File: src/smj_pkg.sv
// Shared constants, codes and control structs of the sorted merge join core.
package smj_pkg;

  localparam int unsigned LIST_DEPTH = 1024;
  localparam int unsigned KEY_BITS   = 64;
  localparam int unsigned IDX_W      = $clog2(LIST_DEPTH);
  localparam int unsigned CNT_W      = $clog2(LIST_DEPTH + 1);
  localparam int unsigned OUT_IDX_W  = 10;
  localparam int unsigned FUNC_W     = 2;
  localparam int unsigned STATUS_W   = 2;
  localparam int unsigned KEY_IN_W   = 64;
  localparam int unsigned OUT_DATA_W = 24;

  typedef enum logic [FUNC_W-1:0] {
    FUNC_CLEAR  = 2'd0,
    FUNC_LOAD_A = 2'd1,
    FUNC_LOAD_B = 2'd2,
    FUNC_FETCH  = 2'd3
  } func_e;

  typedef enum logic [STATUS_W-1:0] {
    ST_ACCEPTED = 2'd0,
    ST_PAIR     = 2'd1,
    ST_NO_MORE  = 2'd2,
    ST_FULL     = 2'd3
  } status_e;

  typedef enum logic [3:0] {
    OP_NONE,
    OP_CLEAR,
    OP_LOAD_A,
    OP_LOAD_B,
    OP_DELIVER,
    OP_DELIVER_NEW,
    OP_STEP,
    OP_INC_A,
    OP_INC_B,
    OP_NO_MORE
  } op_e;

  typedef enum logic [3:0] {
    S_IDLE,
    S_SEARCH,
    S_CMP,
    S_SCAN_A,
    S_CMP_A,
    S_SCAN_B,
    S_CMP_B,
    S_DONE
  } state_e;

  typedef struct packed {
    op_e  op;
    logic push;
  } dp_cmd_t;

  typedef struct packed {
    logic in_group;
    logic heads_avail;
    logic key_lt;
    logic key_gt;
    logic a_avail;
    logic a_eq;
    logic b_avail;
    logic b_eq;
    logic slot_free;
  } dp_stat_t;

endpackage

File: src/smj_ctrl.sv
// Controller state machine that sequences the merge walk and the group scans.
module smj_ctrl (
  input  logic                        clk_i,
  input  logic                        rst_ni,
  input  logic                        in_valid_i,
  output logic                        in_ready_o,
  input  logic [smj_pkg::FUNC_W-1:0]  func_i,
  input  smj_pkg::dp_stat_t           stat_i,
  output smj_pkg::dp_cmd_t            cmd_o
);

  smj_pkg::state_e state_q, state_d;

  always_ff @(posedge clk_i or negedge rst_ni) begin
    if (!rst_ni) begin
      state_q <= smj_pkg::S_IDLE;
    end else begin
      state_q <= state_d;
    end
  end

  assign in_ready_o = (state_q == smj_pkg::S_IDLE);

  always_comb begin
    state_d     = state_q;
    cmd_o.op    = smj_pkg::OP_NONE;
    cmd_o.push  = 1'b0;
    case (state_q)
      smj_pkg::S_IDLE: begin
        if (in_valid_i) begin
          state_d = smj_pkg::S_DONE;
          case (smj_pkg::func_e'(func_i))
            smj_pkg::FUNC_CLEAR:  cmd_o.op = smj_pkg::OP_CLEAR;
            smj_pkg::FUNC_LOAD_A: cmd_o.op = smj_pkg::OP_LOAD_A;
            smj_pkg::FUNC_LOAD_B: cmd_o.op = smj_pkg::OP_LOAD_B;
            smj_pkg::FUNC_FETCH: begin
              if (stat_i.in_group) begin
                cmd_o.op = smj_pkg::OP_DELIVER;
              end else begin
                state_d = smj_pkg::S_SEARCH;
              end
            end
            default: cmd_o.op = smj_pkg::OP_NONE;
          endcase
        end
      end
      smj_pkg::S_SEARCH: begin
        // The memories read the head positions every cycle; data is ready in S_CMP.
        if (stat_i.heads_avail) begin
          state_d = smj_pkg::S_CMP;
        end else begin
          cmd_o.op = smj_pkg::OP_NO_MORE;
          state_d  = smj_pkg::S_DONE;
        end
      end
      smj_pkg::S_CMP: begin
        cmd_o.op = smj_pkg::OP_STEP;
        if (stat_i.key_lt || stat_i.key_gt) begin
          state_d = smj_pkg::S_SEARCH;
        end else begin
          state_d = smj_pkg::S_SCAN_A;
        end
      end
      smj_pkg::S_SCAN_A: begin
        if (stat_i.a_avail) begin
          state_d = smj_pkg::S_CMP_A;
        end else begin
          state_d = smj_pkg::S_SCAN_B;
        end
      end
      smj_pkg::S_CMP_A: begin
        if (stat_i.a_eq) begin
          cmd_o.op = smj_pkg::OP_INC_A;
          state_d  = smj_pkg::S_SCAN_A;
        end else begin
          state_d = smj_pkg::S_SCAN_B;
        end
      end
      smj_pkg::S_SCAN_B: begin
        if (stat_i.b_avail) begin
          state_d = smj_pkg::S_CMP_B;
        end else begin
          cmd_o.op = smj_pkg::OP_DELIVER_NEW;
          state_d  = smj_pkg::S_DONE;
        end
      end
      smj_pkg::S_CMP_B: begin
        if (stat_i.b_eq) begin
          cmd_o.op = smj_pkg::OP_INC_B;
          state_d  = smj_pkg::S_SCAN_B;
        end else begin
          cmd_o.op = smj_pkg::OP_DELIVER_NEW;
          state_d  = smj_pkg::S_DONE;
        end
      end
      smj_pkg::S_DONE: begin
        if (stat_i.slot_free) begin
          cmd_o.push = 1'b1;
          state_d    = smj_pkg::S_IDLE;
        end
      end
      default: state_d = smj_pkg::S_IDLE;
    endcase
  end

endmodule

File: config.mk
export PLATFORM = sky130hd
export DESIGN_NAME = smj_ctrl
export DESIGN_NICKNAME = d
export VERILOG_FILES = /design/src/smj_pkg.sv /design/src/smj_ctrl.sv
export SDC_FILE = /design/constraint.sdc
export NUM_CORES = 1
export LEC_CHECK = 0
export BUFFER_PORTS_ARGS = -buffer_cell sky130_fd_sc_hd__buf_4
export CORE_AREA = 3 3 40 42
export DETAILED_ROUTE_END_ITERATION = 16
export DIE_AREA = 0 0 43 45
export GPL_TIMING_DRIVEN = 0
export PLACE_DENSITY = 0.69
export REMOVE_ABC_BUFFERS = 1
export SLEW_MARGIN = 40
export SYNTH_ARGS = -nofsm -noshare
export SYNTH_HDL_FRONTEND = slang
export SYNTH_SLANG_ARGS = --single-unit
File: constraint.sdc
create_clock -name clk_i -period 1.9 [get_ports clk_i]
set_clock_uncertainty 0.2 [all_clocks]
set_input_delay 0.19 -clock clk_i [delete_from_list [all_inputs] [get_ports clk_i]]
set_output_delay 0.19 -clock clk_i [all_outputs]
set_load 0.02 [all_outputs]
==> summary.txt <==
Outcome
  • Result of the run: finished clean

Clocking
  • Number of buffers added by the clock tree synthesis step: 3
  • Clock sinks: 3
  • Post-CTS clock slew at the launch and capture registers of the worst setup and hold paths: 40 ps
  • Clock Latency Late Sink: 240 ps
  • TritonCTS clock tree: done
  • Deepest level of the CTS H-tree: 1
  • Longest Clk Path Bufs: 2
  • Root Buffer Master: sky130_fd_sc_hd__clkbuf_4

Synthesis
  • Share of synthesized registers carrying an async set or reset: 100%
  • Register bit total from synthesis: 3
  • Primary FF master, synth: sky130_fd_sc_hd__dfrtp_1
  • Yosys cell types: 30
  • Netlist Area Pre-Place: 438 um2
  • Post-Syn Area per Cell: 7.30 um2
  • Share of the yosys chip area belonging to registers: 17.1%
  • Cells after Synth: 60
  • Count of flip-flops with a built-in enable after synthesis: 0
  • Yosys warns: 0

Placed design
  • Count of input and output buffers: 19
  • Dpl cell area: 573 um2
  • Routability Congestion: 0.801
  • Setup slack after placement: -19.3 ps
  • Post-detail-place hpwl: 915 um

Detailed routing
  • Routed wire per std cell: 12.5 um
  • Detailed router's first-iteration violation count: 10
  • Router iterations before antenna repair: 4
  • WL final: 1260 um
  • Number of vias per cell after detailed routing: 5.24
  • Number of vias in the routed layout: 529
  • Post-detailed-route count of antenna-violating nets: 0
  • Number of remaining DRC errors: 0

Critical path
  • Cell Chain, Critical Path: or3_4 > clkinv_4 > nand2_4 > o31ai_4 > buf_6
  • Maximum fanout along the worst path: 2
  • Worst Path Required: 1510 ps
  • Worst reg2reg endpoint: state_q[1]$_DFFE_PN0P_
  • Worst reg-to-reg setup slack: 200 ps
  • CP startpoint: state_q[1]$_DFFE_PN0P_
  • Destination of the critical timing path: cmd_o[3]
  • Type of the worst setup path: reg -> out
  • Max stage delay cell, worst path: sky130_fd_sc_hd__or3_4
  • Kind of launch point of the worst setup path: flip-flop
  • FF-to-FF Start: state_q[2]$_DFFE_PN0P_
  • Delay of the slowest cell on the worst path: 410 ps
  • Cells on worst reg2reg path: 6
  • Critical path data arrival time: 1500 ps
  • Category of the worst setup path capture point: output port

Floorplan
  • Die X-Extent: 43 um
  • Ports placed on the boundary: 20
  • Floorplan die height: 45 um
  • Number of placement rows: 13
  • Die Footprint: 1940 um2
  • Core region area: 1280 um2
  • Initial Util: 34.1%

Flow run
  • Count of maximum capacitance violations: 0

Global routing
  • Gr ovfl total: 0
  • Initial antenna violation count: 0
  • Maximum number of pins on one net before global-route repair: 15
  • Global routing usage summed across all routing layers: 14.0%
  • Via count of the first global-routing pass: 497
  • Wire length of the first global-routing pass: 2060 um

Timing
  • Final Worst Setup Slack: 8.51 ps
  • Worst slew margin relative to its limit: 75.7%
  • Least-Margin Pin Slew: 360 ps
  • Count of final hold-check violations: 0
  • Final period demand of the worst path: 1890 ps
  • Crit share post-route: 99.6%
  • Fmax: 529 MHz
  • Total of endpoints with negative setup slack in the final report: 0
  • Number of slew-limit violations in the final report: 0
  • Setup repair after global routing missed its margin: true

Power
  • Pwr per Cell Area: 1490 nW/um2
  • Leakage power summed over all cells: 0.000319 uW
  • Total power: 1030 uW
  • Maximum vdd ir drop: 0.550 mV

Min path
  • Min-Delay Path Class: in -> reg
  • Worst min-delay path startpoint: stat_i[0]

Layout
  • Largest registers ranked by flip-flop count: state_q: 3 flops
  • Post-layout net count: 104
  • Register containing the most flip-flops in the final layout: state_q
  • Flip-flop count of the largest register after layout: 3
  • Post-route design area: 692 um2
  • Fraction of final layout cells sized beyond drive strength 1: 44.2%
  • Number of diodes added for antenna fixing: 0
  • Layout-stage area growth over the synthesis result: 58.0%
  • Leading cell type in the layout, fill and taps excluded: sky130_fd_sc_hd__buf_4
  • Leading cell types in the layout, fill and taps excluded: sky130_fd_sc_hd__buf_4, sky130_fd_sc_hd__nand2_1, sky130_fd_sc_hd__nand2b_1, sky130_fd_sc_hd__nor2_1, sky130_fd_sc_hd__o21ai_0
-- synth_stat cells, types with 2 or more instances --
library cell               n  area (um2)
sky130_fd_sc_hd__buf_2     3        15.0
sky130_fd_sc_hd__o221ai_1  2        17.5
sky130_fd_sc_hd__nor2b_1   2        12.5
sky130_fd_sc_hd__o21ai_0   5        25.0
sky130_fd_sc_hd__nand2_1   6        22.5
sky130_fd_sc_hd__ha_1      3        37.5
sky130_fd_sc_hd__nand2b_1  5        31.3
sky130_fd_sc_hd__dfrtp_1   3        75.1
sky130_fd_sc_hd__inv_1     4        15.0
sky130_fd_sc_hd__nor2_1    5        18.8
sky130_fd_sc_hd__a21oi_1   3        15.0
-- metrics by stage --
stage | instances | util, % | TNS (ps) | hold WS, ps
floorplan | 56 | - | 0 | -306
global route | 101 | 53.8 | -42.3 | 95.9
detailed placement | 90 | 44.6 | -19.3 | -215
CTS | 101 | 53.1 | 0 | 60.9
global placement | 90 | 44.6 | -20.0 | -221
finish | 101 | 53.8 | 0 | 68.7
-- worst min path at each step --
stage | slack [ps] | endpoint | cells after the start
after floorplan | -310 | state_q[0]$_DFFE_PN0P_ | 0
after global placement | -220 | state_q[0]$_DFFE_PN0P_ | 1
after detailed placement | -210 | state_q[1]$_DFFE_PN0P_ | 1
after CTS | 60 | state_q[0]$_DFFE_PN0P_ | 3
after global routing | 100 | state_q[2]$_DFFE_PN0P_ | 2
final | 70 | state_q[0]$_DFFE_PN0P_ | 3
-- area by class of cell --
| class | instances | area [um2] |
|---|---|---|
| Clock buffer | 4 | 26.3 |
| Fill cell | 134 | 593 |
| Inverter | 5 | 23.8 |
| Multi-Input combinational cell | 48 | 343 |
| Sequential cell | 3 | 78.8 |
| Tap cell | 15 | 18.8 |
| Timing Repair Buffer | 26 | 201 |
-- metal layers --
layer	routed length, um	part of all wire, %	global-route usage (%)
met2	640	51	24.3
met1	520	41	16.6
met4	21	1.7	9.64
met3	76	6.0	0.797
met5	0	0	0
-- report_power, final --
group,leakage [uW],switching [uW],total (uW),internal (uW)
clock network,0.0000150,37.6,117,79.0
logic,0.000272,421,786,365
registers,0.0000317,21.4,128,107
total,0.000319,480,1030,551
-- repair_timing --
item | 4_1_cts | 5_1_grt
hold buffers | 1 | 0
setup buffers | 6 | 0
endpoints found under the setup margin | 2 | 3
endpoints found under the hold margin | 3 | 0
resized for setup | 7 | 2
pin swaps | 2 | 1
-- logic make-up after synthesis --
| logic type | after synthesis | share of synthesized area [%] |
|---|---|---|
| flip-flops | 3 | 17.1 |
| multiplexers | 1 | 2.57 |
| adder cells (fa/ha/maj) | 3 | 8.57 |
| AO/OA/AOI/OAI | 18 | 28.6 |
| AND/OR/NAND/NOR | 26 | 32.6 |
| buffers and inverters | 9 | 10.6 |
-- critical path, delay by kind of cell (launching register included) --
family / cells / cell delay (ps)
flip-flops: 1 / 400
buffers and inverters: 2 / 210
AND/OR/NAND/NOR: 2 / 470
AO/OA/AOI/OAI: 1 / 200
Power figures use the tool's default switching activity.
